## src/rtl/kst_pkg.sv

```systemverilog
// ----------------------------------------------------------------------------
// kst_pkg
// Shared types for the dual-cost spanning tree block.
// ----------------------------------------------------------------------------
package kst_pkg;

   localparam int NODE_FIELD_BITS = 6;
   localparam int COST_FIELD_BITS = 16;
   localparam int SUM_BITS        = 22;

   // field order gives the sort order when compared as one unsigned vector
   typedef struct packed {
      logic [COST_FIELD_BITS-1:0] key;
      logic [NODE_FIELD_BITS-1:0] a;
      logic [NODE_FIELD_BITS-1:0] b;
      logic [COST_FIELD_BITS-1:0] x;
      logic [COST_FIELD_BITS-1:0] y;
   } edge_type;

   typedef struct packed {
      logic     valid;
      edge_type data;
   } slot_type;

   typedef struct packed {
      logic                        clear;
      logic                        shift;
   } sort_ctl_type;

endpackage

```

## src/rtl/kst_node_cell.sv

```systemverilog
// ----------------------------------------------------------------------------
// kst_node_cell
// Component label of one node; relabels itself when its set is merged.
// ----------------------------------------------------------------------------
module kst_node_cell
   import kst_pkg::*;
#(
   parameter int NODE_BITS = 6
) (
   input  logic                 clock,
   input  logic                 reset,
   input  logic [NODE_BITS-1:0] my_idx,
   input  logic                 clear,
   input  logic                 merge_en,
   input  logic [NODE_BITS-1:0] from_label,
   input  logic [NODE_BITS-1:0] to_label,
   input  logic [NODE_BITS-1:0] sel_a,
   input  logic [NODE_BITS-1:0] sel_b,
   output logic [NODE_BITS-1:0] label_a,
   output logic [NODE_BITS-1:0] label_b
);

   logic [NODE_BITS-1:0] label_ff, label_in;

   always_comb begin
      label_in = label_ff;
      if (merge_en && (label_ff == from_label)) begin
         label_in = to_label;
      end
   end

   always_ff @(posedge clock) begin
      if (reset || clear) begin
         label_ff <= my_idx;
      end else begin
         label_ff <= label_in;
      end
   end

   assign label_a = (sel_a == my_idx) ? label_ff : '0;
   assign label_b = (sel_b == my_idx) ? label_ff : '0;

endmodule

```

## config.mk

```make
export PLATFORM = sky130hd
export DESIGN_NAME = kst_node_cell
export DESIGN_NICKNAME = d
export VERILOG_FILES = /design/src/rtl/kst_pkg.sv /design/src/rtl/kst_node_cell.sv
export SDC_FILE = /design/constraint.sdc
export NUM_CORES = 1
export LEC_CHECK = 0
export BUFFER_PORTS_ARGS = -buffer_cell sky130_fd_sc_hd__buf_2
export CAP_MARGIN = 15
export CORE_MARGIN = 2
export CORE_UTILIZATION = 30
export DETAILED_ROUTE_END_ITERATION = 6
export GPL_TIMING_DRIVEN = 0
export PLACE_DENSITY = 0.7
export REMOVE_ABC_BUFFERS = 1
export SETUP_SLACK_MARGIN = 0.05
export SYNTH_ARGS = -nofsm -noshare
export SYNTH_HDL_FRONTEND = slang
export SYNTH_SLANG_ARGS = --single-unit
```

## constraint.sdc

```tcl
create_clock -name clock -period 2.8 [get_ports clock]
set_input_delay 0 -clock clock [delete_from_list [all_inputs] [get_ports clock]]
set_output_delay 0 -clock clock [all_outputs]
set_load 0.01 [all_outputs]
```

## Yosys cells after proc, flatten, opt, wreduce, memory -nomap -nowiden

Index checks and enable logic that the tools add are counted.

| word-level totals | value |
|---|---|
| word-level logic and storage cells | 11 |
| flip-flop bits (word level) | 6 |

| cells by class | value |
|---|---|
| muxes and demuxes | 4 |
| equal/unequal tests | 3 |
| reductions and logical operators | 3 |

Operators with widths:

| operator | count |
|---|---|
| $mux W6 | 4 |
| $eq A6 B6 Y1 | 3 |
| $reduce_bool A2 Y1 | 1 |
| $logic_and A1 B1 Y1 | 1 |
| $logic_or A1 B1 Y1 | 1 |

## Logic depth before layout (Yosys ltp)

| depth | value |
|---|---|
| depth in word-level cells | 4 |
| mapped depth | 3 |
| depth with buffers taken out | 3 |

## Least setup slack after synthesis

Ideal clock, no wire load.

| timing | value |
|---|---|
| path kind | reg2reg |
| from | reg label_ff[0] |
| to | reg label_ff[0] (enable) |
| data required time | 2423 ps |
| arrival | 1123 ps |
| clock period less this slack | 1500 ps |
| cell stages (with the launch flop) | 4 |
| setup slack | 1300 ps |
| setup time | 377 ps |
| cell sequence | edfxtp_1 -> xnor2_1 -> nand4_1 -> o21ai_0 |

| between the ends | value |
|---|---|
| word-level cells in the longest chain between the ends | 3 |

Ends and longest elaborated chain:

| item | RTL line | RTL |
|---|---|---|
| from (decl) | kst_node_cell.sv:23 | `logic [NODE_BITS-1:0] label_ff, label_in;` |
| from (signal assigned) | kst_node_cell.sv:34 | `label_ff <= my_idx;` |
| from (signal assigned) | kst_node_cell.sv:36 | `label_ff <= label_in;` |
| $eq A6 B6 Y1 | kst_node_cell.sv:27 | `if (merge_en && (label_ff == from_label)) begin` |
| $logic_and A1 B1 Y1 | kst_node_cell.sv:27 |  |
| $reduce_bool A2 Y1 (no source line) | n/a |  |

No other way between the ends.
A chain may end at the register's enable or synchronous reset.

## Worst setup path in the final report

| timing | value |
|---|---|
| from | reg label_ff[4] |
| to | reg label_ff[0] (enable) |

Same word-level chain as after synthesis.

==> metrics.csv <==
stage,metric,value,unit
synthesis,area fraction of the dominant cell type after synthesis,33.2,%
power,Power Dens Cells,346,mW/mm²
final_layout,Largest Register,label_ff,
critical_path,CP Launch Type,register,
detailed_routing,post-route ant nets,0,
power,P_leak,0.386,nW
synthesis,Synth Register Bits,6,
final_layout,biggest regs,label_ff (6),
critical_path,CP Capture Type,register,
floorplanning,DIE WIDTH,46.5,µm
timing,max frequency,0.582,GHz
synthesis,post-synthesis xor/xnor area fraction,29.0,%
synthesis,main combinational cell family by area after synthesis,XOR/XNOR gates,
floorplanning,# IOs,46,
synthesis,mux cell area share after synthesis,12.4,%
timing,RSZ-0062 raised after global routing,false,
placed_design,RD Place Congestion,0.710,
final_layout,final instance area,822,µm²
cts,clk buf depth,2,
synthesis,post-synthesis sequential area ratio,33.2,%
cts,# clock sinks,6,
synthesis,Synth Cell Area,543,µm²
outcome,status,"finished, final reports clean",
cts,H-tree Lvls,1,
grt,vias in the first global route,545,
hold_path,Hold Path Class,in2reg,
synthesis,Synth Area in Compound Gates,0.922,%
cts,clock transition at the registers of the reported paths,0.05,ns
final_layout,Final #Nets,140,
floorplanning,row count,15,
timing,worst hold slack,0.0509,ns
critical_path,Crit Path Max Fanout,6,
cts,root buf cell,clkbuf_4,
final_layout,area of the multi-input gates,340,µm²
critical_path,CP Class,reg2reg,
timing,Final Skew,0.00378,ns
grt,largest net degree at the start of global routing,8,
final_layout,Layout fillers,178,
placed_design,placed cell areas,800,µm²
final_layout,diodes inserted,0,
final_layout,Finished Core Util,48.1,%
synthesis,synthesized instance count,56,
grt,Total GRT Usage,14.9,%
critical_path,CP Data Required Time,2.67,ns
detailed_routing,TritonRoute pass-1 iters,3,
cts,Setup Buffers After CTS,0,
synthesis,Synth Warn #,0,
timing,Fin Setup TNS,0,ns
timing,slew margin rel.,44.3,%
power,Max IR drop VDD,0.000240,V
grt,first-pass GRT wire length,2170,µm
synthesis,largest area contributor in the netlist,edfxtp_1,
timing,final worst-path cycle share,61.4,%
cts,cts repair resizes,0,
flow_run,max-cap violations,0,
timing,"Hold Vio Cnt, Final",0,
placed_design,port buffer count,45,
cts,Num CTS Buffers,3,
timing,"Slew Viols, Final",0,
synthesis,synth top area cells,"edfxtp_1 (33%), xnor2_1 (29%), mux2_2 (12%)",
detailed_routing,# DRC,0,
synthesis,Adder-Cell Fraction of Synth Area,0,%
final_layout,max reg flops,6,
floorplanning,die height,46.5,µm
timing,fin crit period,1.72,ns
cts,CTS Hold Bufs,0,
timing,Final Setup Violations,0,
grt,initial antenna violation count,0,
final_layout,share of layout cells above drive strength 1,54.8,%
detailed_routing,via/cell ratio,4.57,
detailed_routing,vias,589,
detailed_routing,Initial DRC Count,9,
detailed_routing,wire per inst,10.3,µm
cts,Clock Latency Late Sink,0.25,ns
floorplanning,Initial Utilization,31.8,%
power,total power,0.000285,W
floorplanning,Die Area,0.00217,mm²
floorplanning,core area,0.00171,mm²
timing,Worst-Margin Slew,0.826,ns
detailed_routing,total wire length,1340,µm
final_layout,Area Overhead vs Synth,51.4,%
synthesis,syn avg cell area,9.70,µm²
cts,CTS tree,built,
synthesis,simple-gate share of the synthesized area,20.3,%
grt,total grt overflow,0,
final_layout,register area,180,µm²
critical_path,WP data arrival,1.59,ns
synthesis,post-synth cell types,11,
==> where the power goes <==
part / internal (W) / total [W] / switching (W) / leakage (nW)
sequential: 0.000109 / 0.000114 / 0.00000512 / 0.0612
clock: 0.0000487 / 0.0000826 / 0.0000340 / 0.0138
combinational: 0.0000471 / 0.0000878 / 0.0000407 / 0.311
total: 0.000205 / 0.000285 / 0.0000798 / 0.386
==> kinds of logic (layout without fill, tap and decap cells) <==
kind of cell	after synthesis	count (layout)
AND/OR/NAND/NOR	19	19
multiplexers	6	6
AO/OA/AOI/OAI	1	1
buffers and inverters	6	54
XOR/XNOR	18	18
flip-flops	6	6
==> metal layers <==
| metal | share of wire, % | vias up | global-route usage (%) |
|---|---|---|---|
| met1 | 42 | 264 | 16.9 |
| met4 | 2.3 | 0 | 8.57 |
| met2 | 47 | 28 | 23.3 |
| met5 | 0 | - | 0 |
| met3 | 8.5 | 5 | 6.27 |
| li1 | - | 292 | - |
==> stage by stage <==
stage,std cells,worst slack [ns]
6_report,129,1.08
3_5_place_dp,126,1.06
4_1_cts,129,1.06
5_1_grt,129,0.931
2_1_floorplan,56,1.30
3_3_place_gp,126,1.10
==> worst paths after layout <==
path	slack, ns	start	endpoint	cells past startpoint
max reg2reg	1.08	label_ff[4]$_DFFE_PP_	label_ff[0]$_DFFE_PP_	3
min	0.05	to_label[5]	label_ff[5]$_DFFE_PP_	2
min reg2reg	1.05	label_ff[3]$_DFFE_PP_	label_ff[4]$_DFFE_PP_	3
max	1.08	label_ff[4]$_DFFE_PP_	label_ff[0]$_DFFE_PP_	3
==> cells in the final DEF, fill, tap and decap left out <==
master and instances:
buf_2 45, clkbuf_4 3, edfxtp_1 6, inv_1 6, mux2_2 6, nand2_1 2, nand3_1 1, nand4_1 1
nand4_2 2, nor2_2 1, nor3_1 12, o21ai_0 1, xnor2_1 18
==> cell usage after synthesis <==
| library cell | number |
|---|---|
| edfxtp_1 | 6 |
| inv_1 | 6 |
| mux2_2 | 6 |
| nand2_1 | 2 |
| nand3_1 | 1 |
| nand4_1 | 1 |
| nand4_2 | 2 |
| nor2_2 | 1 |
| nor3_1 | 12 |
| o21ai_0 | 1 |
| xnor2_1 | 18 |
==> cell type report <==
cell class | count | area share (%)
multi-input cells | 44 | 41.4
flip-flops and latches | 6 | 21.9
clock buffers | 3 | 2.74
well taps | 25 | 3.81
repair buffers | 45 | 27.4
inverters | 6 | 2.74
==> critical path: stages, from the launching register on <==
cell,delay [ns]
edfxtp_1,0.39
xnor2_1,0.17
nand3_1,0.10
o21ai_0,0.68
No activity file was read; power rests on OpenSTA's default activity.
