`src/rtl/kst_pkg.sv`:
```
// ----------------------------------------------------------------------------
// kst_pkg
// Shared types for the dual-cost spanning tree block.
// ----------------------------------------------------------------------------
package kst_pkg;

   localparam int NODE_FIELD_BITS = 6;
   localparam int COST_FIELD_BITS = 16;
   localparam int SUM_BITS        = 22;

   // field order gives the sort order when compared as one unsigned vector
   typedef struct packed {
      logic [COST_FIELD_BITS-1:0] key;
      logic [NODE_FIELD_BITS-1:0] a;
      logic [NODE_FIELD_BITS-1:0] b;
      logic [COST_FIELD_BITS-1:0] x;
      logic [COST_FIELD_BITS-1:0] y;
   } edge_type;

   typedef struct packed {
      logic     valid;
      edge_type data;
   } slot_type;

   typedef struct packed {
      logic                        clear;
      logic                        shift;
   } sort_ctl_type;

endpackage

```
`src/rtl/kst_sort_cell.sv`:
```
// ----------------------------------------------------------------------------
// kst_sort_cell
// One cell of the systolic insertion sorter: keeps the smaller edge, passes
// the larger one to the right; in shift mode takes its right neighbor's edge.
// ----------------------------------------------------------------------------
module kst_sort_cell
   import kst_pkg::*;
(
   input  logic         clock,
   input  logic         reset,
   input  sort_ctl_type ctl,
   input  slot_type     left_in,
   input  slot_type     right_held,
   output slot_type     held,
   output slot_type     carry
);

   slot_type held_ff, held_in;
   slot_type carry_ff, carry_in;

   always_comb begin
      held_in  = held_ff;
      carry_in = '0;
      if (ctl.shift) begin
         held_in = right_held;
      end else if (left_in.valid) begin
         if (!held_ff.valid) begin
            held_in = left_in;
         end else if (left_in.data < held_ff.data) begin
            held_in  = left_in;
            carry_in = held_ff;
         end else begin
            carry_in = left_in;
         end
      end
   end

   always_ff @(posedge clock) begin
      if (reset || ctl.clear) begin
         held_ff.valid  <= 1'b0;
         carry_ff.valid <= 1'b0;
      end else begin
         held_ff.valid  <= held_in.valid;
         carry_ff.valid <= carry_in.valid;
      end
      held_ff.data  <= held_in.data;
      carry_ff.data <= carry_in.data;
   end

   assign held  = held_ff;
   assign carry = carry_ff;

endmodule

```
`config.mk`:
```
export PLATFORM = sky130hd
export DESIGN_NAME = kst_sort_cell
export DESIGN_NICKNAME = d
export VERILOG_FILES = /design/src/rtl/kst_pkg.sv /design/src/rtl/kst_sort_cell.sv
export SDC_FILE = /design/constraint.sdc
export NUM_CORES = 1
export LEC_CHECK = 0
export BUFFER_PORTS_ARGS = -buffer_cell sky130_fd_sc_hd__buf_4
export CAP_MARGIN = 15
export CORE_MARGIN = 5
export CORE_UTILIZATION = 25
export DETAILED_ROUTE_END_ITERATION = 7
export GPL_ROUTABILITY_DRIVEN = 0
export HOLD_SLACK_MARGIN = 0.1
export SYNTH_ARGS = -nofsm -noshare
export SYNTH_HDL_FRONTEND = slang
export SYNTH_SLANG_ARGS = --single-unit
export TNS_END_PERCENT = 50
```
`constraint.sdc`:
```
create_clock -name clock -period 11 [get_ports clock]
set_clock_uncertainty 0.2 [all_clocks]
set_input_delay 3.3 -clock clock [delete_from_list [all_inputs] [get_ports clock]]
set_output_delay 3.3 -clock clock [all_outputs]
set_load 0.05 [all_outputs]
```
; ---- After elaboration in Yosys (flattened, before gate mapping)
; Cells that the tools add are included.
[totals]
reg_bits = 122
output_inout_bits = 122
in_bits = 126
elab_cells = 26
[classes]
magnitude_cmp = 1
bitwise = 2
eq_ne = 1
n_reduce_logical = 5
n_mux = 5
[ops]
columns = op, count
row1 = $mux 60, 3
row2 = $mux 61, 2
row3 = $lt 60x60->1, 1
row4 = $reduce_or 4->1, 1
row5 = $ne 3x2->1 const B, 1
row6 = $reduce_or 3->1, 1
row7 = $not 1->1, 2
row8 = $reduce_and 2->1, 1
row9 = $reduce_bool 2->1, 1
row10 = $logic_or 1x1->1, 1

; ---- Depth between registers and ports, before layout
; Gate-level depths: netlist of run 1.
[depth]
depth_word = 5
depth_mapped = 11
depth_no_buf = 9

; ---- Worst setup path after synthesis of run 1
; Ideal clock, no wire load.
[synth_path]
path_kind = input -> register
from = in left_in[42] in the netlist's numbering
to = reg held_ff (netlist bit held[0]) (enable)
cell_stages = 9
slack_ps = 2508
t_arrival_ps = 7795
setup_time_ps = 498
path_cell_list = ha_1 > a21oi_1 > nand2_1 > a221oi_2 > a21boi_2 > nor3_2 > clkbuf_1 > nand2_1 > a21oi_1
[synth_via]
elab_chain_cells = 3
[synth_rtl]
columns = item, line
row1 = from (decl), kst_sort_cell.sv:12  ; input slot_type left_in,
row2 = $lt 60x60->1, kst_sort_cell.sv:29  ; end else if (left_in.data < held_ff.data) begin
row3 = $ne 3x2->1 (no source line), --
row4 = $reduce_and 2->1 (no source line), --
row5 = to (decl), kst_sort_cell.sv:18  ; slot_type held_ff, held_in;
; Every way passes these cells.
; A chain may end at the register's enable or synchronous reset.

; ---- Worst setup path after layout of run 1
[layout_path]
from = in left_in[9] in the netlist's numbering
to = reg held_ff (netlist bit held[9]) (enable)
; Same word-level chain as after synthesis.

==> results.txt, run 1 <==
Status -> finished clean
Area leader, netlist -> edfxtp_1
Slew margin rel. -> 36.1%
Die X -> 169 um
# diodes -> 0
Area growth syn-to-layout -> 44.0%
Clock transition at path regs -> 0.06 ns
Number of DRC markers in iteration 0 -> 345
Hold Path End -> carry[29]
Post-DRT Antenna Nets -> 0
CP startpoint kind -> input port
Core area -> 25,100 sq um
Sequential share of the synthesized area -> 47.9%
R2R setup slack -> 7.12 ns
Core Rows -> 58
Most frequent cells in the layout -> 254 x buf_4, 85 x a21oi_1, 63 x o21ai_1
Largest cells by area after synthesis -> edfxtp_1 28%, dfxtp_1 20%, ha_1 12%
Total GRT Usage -> 15.3%
Maxcap violations -> 0
Starting density of the core -> 25.3%
Synth Flop Type -> dfxtp_1
Per-cell routed wire length -> 18.4 um
Die area -> 28,700 sq um
H-tree lvl count -> 4
Hold Crit Start -> held[29]
Top Ports -> 248
Worst flop-to-flop path startpoint -> held[11]
Critical path arrival -> 6.30 ns
Fin area -> 9150 sq um
Setup_tns -> 0 ns
HP Class -> reg2reg
Most common cell after layout, fill and taps aside -> buf_4
Crit Path Max Fanout -> 33
Reg2Reg Depth -> 10
Pin count of the biggest net entering global routing -> 61
Die Ht -> 169 um
CTS root buf -> clkbuf_16
Async set-or-reset flop fraction in the synthesized netlist -> 0%
Initial antenna violation count -> 0
CTS tree -> built
Leakage -> 4.15 nW
Capture point of the worst reg-to-reg path -> held[9]
Later-pin clock latency in the skew report -> 0.41 ns
Syn Area/Cell -> 10.2 sq um
Synth Warn # -> 0
Synthesized netlist net count -> 806
Post-detailed-routing wire length -> 22,100 um
Max Freq -> 0.155 GHz
Slew Viols, Final -> 0
Cells after synthesis -> 621
Area of the mapped netlist -> 6350 sq um
Worst vdd ir -> 0.0000894 V
DP Wirelength -> 16,000 um
Final net count -> 1,041
Post-CTS Setup Inserts -> 0
Global route total overflow -> 0
# DRC -> 0
Worst EP required -> 10.85 ns
Post-cts resize count -> 0
Min Clock Period, post-route -> 6.45 ns
Vias in the first global route -> 5,955
Setup crit end kind -> flop
Synth top area share -> 28.4%
RSZ-0062 raised after global routing -> no
Measured slew at the worst slew-check pin -> 0.956 ns
Synth Register Bits -> 122
First-pass GRT wire length -> 34,100 um
Cts bufs inserted -> 17
Layout cells sized above 1 -> 40.7%
Netlist cell types -> 35
Vias post-DR -> 5,711
Worst Hold Path Cells -> 2
Number of port buffers -> 247
Power per cell area -> 158 nW/um^2
Clock sink count -> 122
Post-synth EDFFs -> 60
Final period utilization -> 58.6%
Critical path type -> in2reg
Via/cell ratio -> 4.76
TritonRoute pass-1 iters -> 6
Final setup fails -> 0
Hold Vio Cnt, Final -> 0
# hold bufs at CTS -> 0
DP Area -> 8530 sq um
# fillers -> 2,575
Clk buf depth -> 2
[routing by layer]
metal	up-vias	GRT usage (%)	wire [um]
li1	2724	-	-
met1	2715	19.3	9480
met2	253	25.1	10200
met3	19	5.45	2170
met4	0	3.57	261
met5	-	0	0
[power by group]
group          internal, mW  total (mW)  leakage [nW]  switching, mW
Sequential            0.507       0.526          1.11         0.0197
Combinational         0.124       0.332          2.75          0.208
Clock                 0.373       0.586         0.293          0.213
Total                  1.00        1.44          4.15          0.441
[flip-flops by register name, indices dropped and copies added (netlist names)]
name	count
carry	61
held	61
[through the flow]
stage	std cells	hold slack, ns	worst slack (ns)	utilization, %	total power, mW
2_1_floorplan	621	0.643	2.51	-	0.747
3_3_place_gp	1167	0.369	4.06	34.0	0.866
3_5_place_dp	1167	0.370	4.04	34.0	0.870
4_1_cts	1199	0.391	4.47	36.4	1.47
5_1_grt	1199	0.425	4.33	36.4	1.52
6_report	1199	0.399	4.55	36.4	1.44
[cells by family (layout without fill, tap and decap cells)]
family                   Yosys count  count (layout)  synth area share, %
multiplexers                      60              60                 10.6
AND/OR/NAND/NOR                  110             110                 8.70
buffers and inverters             97             345                 6.26
AO/OA/AOI/OAI                    173             173                 14.9
flip-flops                       122             122                 47.9
adder cells (fa/ha/maj)           59              59                 11.6
[synth_stat cells (2+ instances only)]
master,count
a211oi_1,2
a21o_1,6
a21oi_1,86
buf_2,9
buf_4,6
clkbuf_1,23
dfxtp_1,62
edfxtp_1,60
ha_1,59
inv_1,59
mux2_2,60
nand2_1,18
nand3_1,62
nand4_1,8
nor2_1,11
nor3_1,3
nor4_2,2
o211ai_1,2
o21ai_0,5
o21ai_1,63
[area by class of cell]
cell class                      instances  area, sq um  share of cell area [%]
Sequential cell                       122         3040                    33.3
Clock inverter                          9          109                    1.19
Timing Repair Buffer                  254         1910                    20.8
Tap cell                              330          413                    4.51
Multi-Input combinational cell        402         2950                    32.2
Inverter                               59          221                    2.42
Clock buffer                           23          510                    5.58
[worst max path at each step]
stage                 from  endpoint  slack [ns]  cells after the start
2_1_floorplan  left_in[42]   held[0]        2.51                      9
3_3_place_gp   left_in[11]   held[8]        4.06                     10
3_5_place_dp   left_in[11]   held[6]        4.04                     10
4_1_cts         left_in[9]   held[9]        4.47                     10
5_1_grt        left_in[11]   held[9]        4.33                     10
6_report        left_in[9]   held[9]        4.55                     10
[worst max-delay path, cell delays in order]
cell and delay [ns]:
buf_4 0.12, ha_1 0.30, a21oi_1 0.13, o21ai_1 0.12
a2111oi_2 0.41, a21oi_1 0.21, o2111ai_4 0.22, nand2_1 0.12
a21oi_4 0.76, buf_4 0.58
No activity file was read; power rests on OpenSTA's default activity.
==> run 2: changes to the inputs <==
==> constraint.sdc (replaced) <==
create_clock -name clock -period 5.2 [get_ports clock]
set_clock_uncertainty 0.2 [all_clocks]
set_input_delay 1.56 -clock clock [delete_from_list [all_inputs] [get_ports clock]]
set_output_delay 1.56 -clock clock [all_outputs]
set_load 0.05 [all_outputs]
==> results.txt, run 2 (synthesis results as in run 1) <==
Status -> finished clean
# diodes -> 0 (unchanged)
Measured slew at the worst slew-check pin -> 0.781 ns (-0.175 ns)
CP startpoint kind -> input port
Die Ht -> 169 um (unchanged)
Hold Crit Start -> held[51]
Sequential power share -> 36.6% (about the same)
P_sw -> 0.927 mW (+110%)
Family with the most delay on the worst path -> compound AO/OA/AOI/OAI gates
Die area -> 28,700 sq um (unchanged)
Critical path type -> in2reg
Top Ports -> 248 (unchanged)
H-tree lvl count -> 4 (unchanged)
CTS root buf -> clkbuf_16
Hold Path End -> carry[51]
Reg2Reg Depth -> 10 (unchanged)
Cts bufs inserted -> 17 (unchanged)
Most numerous cell on the critical path -> a21oi_1
Clk buf depth -> 2 (unchanged)
Pin count of the biggest net entering global routing -> 61 (unchanged)
Internal power -> 2.11 mW (+110%)
Per-cell routed wire length -> 18.6 um (+0.87%)
Worst EP required -> 5.34 ns (-5.51 ns)
Clock sink count -> 122 (unchanged)
Final period utilization -> 80.9%
Setup_tns -> 0 ns (unchanged)
Capture point of the worst reg-to-reg path -> carry[41]
Worst Hold Path Cells -> 2 (unchanged)
Later-pin clock latency in the skew report -> 0.41 ns (about the same)
Post-DRT Antenna Nets -> 0 (unchanged)
Worst vdd ir -> 0.000149 V (+67%)
Clock transition at path regs -> 0.05 ns (about the same)
Die X -> 169 um (unchanged)
Maxcap violations -> 0 (unchanged)
Critical Path Stages -> 10 (unchanged)
Number of port buffers -> 247 (unchanged)
Leakage -> 4.20 nW (+1.3%)
Critical path startpoint -> left_in[26]
Global route total overflow -> 0 (unchanged)
CP Cell Sequence -> buf_4, ha_1, nand4_1, nor4_2, o211ai_1, a21oi_1, o2111a_2, buf_12, o21ai_1, a21oi_1
R2R setup slack -> 1.83 ns (-5.29 ns)
Net Sw Frac -> 30.6% (+0.034 points)
Core area -> 25,100 sq um (unchanged)
Max Freq -> 0.238 GHz
Area growth syn-to-layout -> 45.1%
Hold Vio Cnt, Final -> 0 (unchanged)
Worst Path Buf+Inv -> 2 (unchanged)
Via/cell ratio -> 4.69 (-1.5%)
# DRC -> 0 (unchanged)
CTS tree -> built
Final net count -> 1,045 (+0.38%)
Most common cell after layout, fill and taps aside -> buf_4
Worst flop-to-flop path startpoint -> held[26]
Core Rows -> 58 (unchanged)
Post-cts resize count -> 0 (unchanged)
Initial antenna violation count -> 0 (unchanged)
Power per cell area -> 329 nW/um^2 (+110%)
Post-CTS Setup Inserts -> 0 (unchanged)
Setup crit end kind -> flop
DP Wirelength -> 16,000 um (-0.32%)
HP Class -> reg2reg
TritonRoute pass-1 iters -> 6 (unchanged)
Vias post-DR -> 5,645 (-1.2%)
Logic gate share of total power -> 23.5% (+0.5 points)
Critical path arrival -> 4.35 ns (-1.95 ns)
RSZ-0062 raised after global routing -> no
Clk pwr share -> 39.8% (-0.8 points)
Total GRT Usage -> 15.4% (+0.16 points)
Most frequent cells in the layout -> 253 x buf_4, 85 x a21oi_1, 63 x o21ai_1
Crit Path Max Fanout -> 31 (-6.1%)
Slew margin rel. -> 47.9% (+12 points)
Number of DRC markers in iteration 0 -> 316 (-8.4%)
Post-detailed-routing wire length -> 22,400 um (+1.2%)
Layout cells sized above 1 -> 41.0% (+0.27 points)
# fillers -> 2,604 (+1.1%)
First-pass GRT wire length -> 34,400 um (+1.1%)
Min Clock Period, post-route -> 4.21 ns
Final setup fails -> 0 (unchanged)
Vias in the first global route -> 5,869 (-1.4%)
Starting density of the core -> 25.3% (unchanged)
Slew Viols, Final -> 0 (unchanged)
Critical-path top delay cell -> o2111a_2
CP peak stage delay -> 0.76 ns (about the same)
Total power -> 3.03 mW (+110%)
# hold bufs at CTS -> 0 (unchanged)
==> run 2: layout make-up <==
class | instances | area, sq um | share of cell area (%)
Clock buffer | 25 | 539 | 5.85
Clock inverter | 7 | 60.1 | 0.651
Inverter | 59 | 221 | 2.40
Multi-Input combinational cell | 402 | 2950 | 31.9
Sequential cell | 122 | 3040 | 33.0
Tap cell | 330 | 413 | 4.48
Timing Repair Buffer | 258 | 2000 | 21.7
==> run 2: power groups by stage <==
stage	registers, mW	logic [mW]	clock network, mW
final	1.11	0.714	1.21
after global routing	1.12	0.778	1.29
after CTS	1.11	0.724	1.24
after detailed placement	1.13	0.721	0
after global placement	1.13	0.715	0
after floorplan	1.30	0.281	0
==> run 2: metrics by stage <==
step | hold WS [ns] | util [%] | cells | area [sq um] | setup slack, ns
2_1_floorplan | 0.643 | - | 621 | 6360 | 0.343
3_3_place_gp | 0.363 | 34.3 | 1171 | 8620 | 0.558
3_5_place_dp | 0.382 | 34.3 | 1171 | 8620 | 0.505
4_1_cts | 0.399 | 36.7 | 1203 | 9220 | 0.934
5_1_grt | 0.422 | 36.7 | 1203 | 9220 | 0.770
6_report | 0.394 | 36.7 | 1203 | 9220 | 0.993
==> run 2: layer usage <==
| metal | track usage (%) | vias up | share of wire [%] |
|---|---|---|---|
| met3 | 4.91 | 17 | 8.7 |
| met4 | 4.03 | 0 | 1.1 |
| li1 | - | 2736 | - |
| met5 | 0 | - | 0 |
| met1 | 19.2 | 2659 | 42 |
| met2 | 26.0 | 233 | 48 |
==> run 2: worst register-to-register path: stages, from the launching register on <==
cell,delay (ns)
edfxtp_1,0.37
inv_1,0.06
ha_1,0.31
nand4_1,0.21
nor4_2,0.40
o211ai_1,0.15
a21oi_1,0.29
o2111a_2,0.76
buf_12,0.30
o21ai_1,0.09
a21oi_1,0.16
==> run 2: worst max path at each step <==
stage	endpoint	slack, ns
2_1_floorplan	held[0]	0.34
3_3_place_gp	carry[30]	0.56
3_5_place_dp	carry[30]	0.50
4_1_cts	carry[58]	0.93
5_1_grt	carry[56]	0.77
6_report	carry[41]	0.99
==> run 3: changes to the inputs <==
--- a/config.mk
+++ b/config.mk
@@ -5,6 +5,7 @@
 export SDC_FILE = /design/constraint.sdc
 export NUM_CORES = 1
 export LEC_CHECK = 0
+export ABC_AREA = 1
 export BUFFER_PORTS_ARGS = -buffer_cell sky130_fd_sc_hd__buf_4
 export CAP_MARGIN = 15
 export CORE_MARGIN = 5
==> constraint.sdc (replaced) <==
create_clock -name clock -period 3.7 [get_ports clock]
set_clock_uncertainty 0.2 [all_clocks]
set_input_delay 1.11 -clock clock [delete_from_list [all_inputs] [get_ports clock]]
set_output_delay 1.11 -clock clock [all_outputs]
set_load 0.05 [all_outputs]
==> results.txt, run 3 <==
Status -> finished clean
Die area -> 30,800 sq um (+7.4%)
Final setup fails -> 0 (unchanged)
Most numerous cell on the critical path -> nand2_1
Most frequent cells in the layout -> 326 x nand2_1, 251 x buf_4, 86 x inv_1
Synth Flop Type -> dfxtp_1
Measured slew at the worst slew-check pin -> 0.630 ns (-0.151 ns)
Top Ports -> 248 (unchanged)
Core Util, Final -> 37.4% (+0.71 points)
Synth top area share -> 26.3% (-2.1 points)
Fin area -> 10,100 sq um (+9.4%)
Synth Warn # -> 0 (unchanged)
Worst Hold Path Cells -> 2 (unchanged)
Final net count -> 1,303 (+25%)
Netlist cell types -> 27 (-23%)
Slew margin rel. -> 57.9% (+10 points)
Total GRT Usage -> 14.3% (-1.1 points)
Critical path arrival -> 2.91 ns (-1.44 ns)
Worst EP required -> 3.60 ns (-1.74 ns)
Clk buf depth -> 2 (unchanged)
Multi-input gate area -> 3660 sq um (+24%)
Starting density of the core -> 25.4% (+0.14 points)
Layout cells sized above 1 -> 31.1% (-9.9 points)
Hold Crit Start -> held[60]
TritonRoute pass-1 iters -> 4 (-2)
Count leader, synth -> nand2_1
# hold bufs at CTS -> 0 (unchanged)
Vias post-DR -> 6,436 (+14%)
CP startpoint kind -> input port
# DRC -> 0 (unchanged)
Syn Area/Cell -> 7.74 sq um (-24%)
DP Wirelength -> 16,800 um (+5.0%)
Synth Register Bits -> 122 (unchanged)
Via/cell ratio -> 4.37 (-6.8%)
Per-cell routed wire length -> 15.2 um (-18%)
CTS tree -> built
First-pass GRT wire length -> 35,000 um (+1.8%)
CP Cell Sequence -> buf_4, ha_4, nand2_1, inv_1, o21bai_1, nand2_1, a21oi_1, nand2_1, nor2_4, nand2_4, a21oi_4, buf_12
Core Rows -> 60 (+3.4%)
Cells after synthesis -> 886 (+43%)
Setup_tns -> 0 ns (unchanged)
Hold Vio Cnt, Final -> 0 (unchanged)
Most common cell after layout, fill and taps aside -> nand2_1
Clock sink count -> 122 (unchanged)
Slew Viols, Final -> 0 (unchanged)
Critical-path top delay cell -> a21oi_1
Worst vdd ir -> 0.000256 V (+71%)
Core area -> 27,000 sq um (+7.3%)
Post-detailed-routing wire length -> 22,300 um (-0.17%)
Synthesized netlist net count -> 1,071 (+33%)
Total power -> 4.45 mW (+47%)
Die Ht -> 176 um (+3.7%)
Post-cts resize count -> 0 (unchanged)
R2R setup slack -> 1.00 ns (-0.83 ns)
Cts bufs inserted -> 17 (unchanged)
Fin Hold WS -> 0.428 ns (+0.0343 ns)
Capture point of the worst reg-to-reg path -> held[42]
CTS root buf -> clkbuf_16
Maxcap violations -> 0 (unchanged)
Sequential share of the synthesized area -> 44.4% (-3.5 points)
CP peak stage delay -> 0.26 ns (-0.50 ns)
List of most frequent post-synthesis cells -> 327 x nand2_1, 86 x inv_1, 77 x nor2_1
Worst setup margin -> 0.688 ns (-0.305 ns)
Reg2Reg Depth -> 12 (+2)
Worst flop-to-flop path startpoint -> held[53]
Max Freq -> 0.332 GHz
Leakage -> 4.96 nW (+18%)
Post-synth EDFFs -> 60 (unchanged)
Hold Path End -> held[60]
Pin count of the biggest net entering global routing -> 121 (+98%)
# diodes -> 0 (unchanged)
DP Area -> 9490 sq um (+10%)
Crit Path Max Fanout -> 32 (+3.2%)
# fillers -> 2,742 (+5.3%)
Initial antenna violation count -> 0 (unchanged)
Setup crit end kind -> flop
Global route total overflow -> 0 (unchanged)
Async set-or-reset flop fraction in the synthesized netlist -> 0% (unchanged)
Later-pin clock latency in the skew report -> 0.41 ns (about the same)
RSZ-0062 raised after global routing -> no
Number of DRC markers in iteration 0 -> 250 (-21%)
Min Clock Period, post-route -> 3.01 ns
Pre-CTS setup slack -> 0.157 ns (-0.348 ns)
FF+latch area -> 3040 sq um (unchanged)
Post-CTS Setup Inserts -> 0 (unchanged)
Clock transition at path regs -> 0.05 ns (about the same)
Number of port buffers -> 247 (unchanged)
Largest cells by area after synthesis -> edfxtp_1 26%, dfxtp_1 18%, nand2_1 18%
H-tree lvl count -> 4 (unchanged)
Area growth syn-to-layout -> 47.1%
Final period utilization -> 81.4%
Die X -> 176 um (+3.7%)
Dpl cells -> 1,440 (+23%)
Final std cells w/o fill -> 1,472 (+22%)
Vias in the first global route -> 6,480 (+10%)
Critical path type -> in2reg
HP Class -> reg2reg
Area leader, netlist -> edfxtp_1
Post-DRT Antenna Nets -> 0 (unchanged)
Area of the mapped netlist -> 6860 sq um (+7.9%)
Power per cell area -> 441 nW/um^2 (+34%)
==> run 3: cell count changes after synthesis, moves of 16 or more <==
cell     delta
o21ai_1    -63
mux2_2     -60
nor2_1     +66
a21oi_1    -16
nand2_1   +309
inv_1      +27
==> run 3: worst max path at each step <==
stage / start / endpoint / slack (ns) / cells after the start
6_report: left_in[53] / held[42] / 0.69 / 12
5_1_grt: left_in[53] / held[42] / 0.58 / 12
4_1_cts: left_in[53] / held[53] / 0.59 / 12
3_5_place_dp: left_in[53] / held[55] / 0.16 / 12
3_3_place_gp: left_in[53] / held[55] / 0.16 / 12
2_1_floorplan: left_in[53] / held[0] / -0.17 / 12
==> run 3: per-layer routing <==
layer	part of all wire (%)	vias to the layer above	track usage, %
li1	-	3298	-
met1	45	2906	18.1
met2	46	215	23.5
met3	7.9	17	5.04
met4	1.2	0	3.35
met5	0	-	0
==> run 3: cell families (layout without fill, tap and decap cells) <==
kind of cell               after synthesis  after routing  synth area share [%]
AOI/OAI and AO/OA                       86             86                  6.97
adders and majority gates               59             59                  10.8
buffers and inverters                  134            379                  8.85
DFF                                    122            122                  44.4
and+or+nand+nor                        485            485                  29.0
==> run 3: report_power, final <==
part	total, mW	switching [mW]	internal (mW)
registers	1.56	0.0436	1.51
logic	1.18	0.745	0.432
clock network	1.72	0.610	1.11
total	4.45	1.40	3.05
==> run 3: critical path, delay by kind of cell <==
family          cells  cell delay, ns
buf+inv             3            0.42
fa+ha+maj           1            0.21
simple gates        5            0.56
compound gates      3            0.60
==> run 3: cell type report <==
cell class                      count  share of cell area, %
Inverter                           89                   3.31
Multi-Input combinational cell    630                   36.3
Clock buffer                       24                   4.77
Sequential cell                   122                   30.2
Timing Repair Buffer              258                   20.1
Tap cell                          341                   4.23
Clock inverter                      8                   1.17
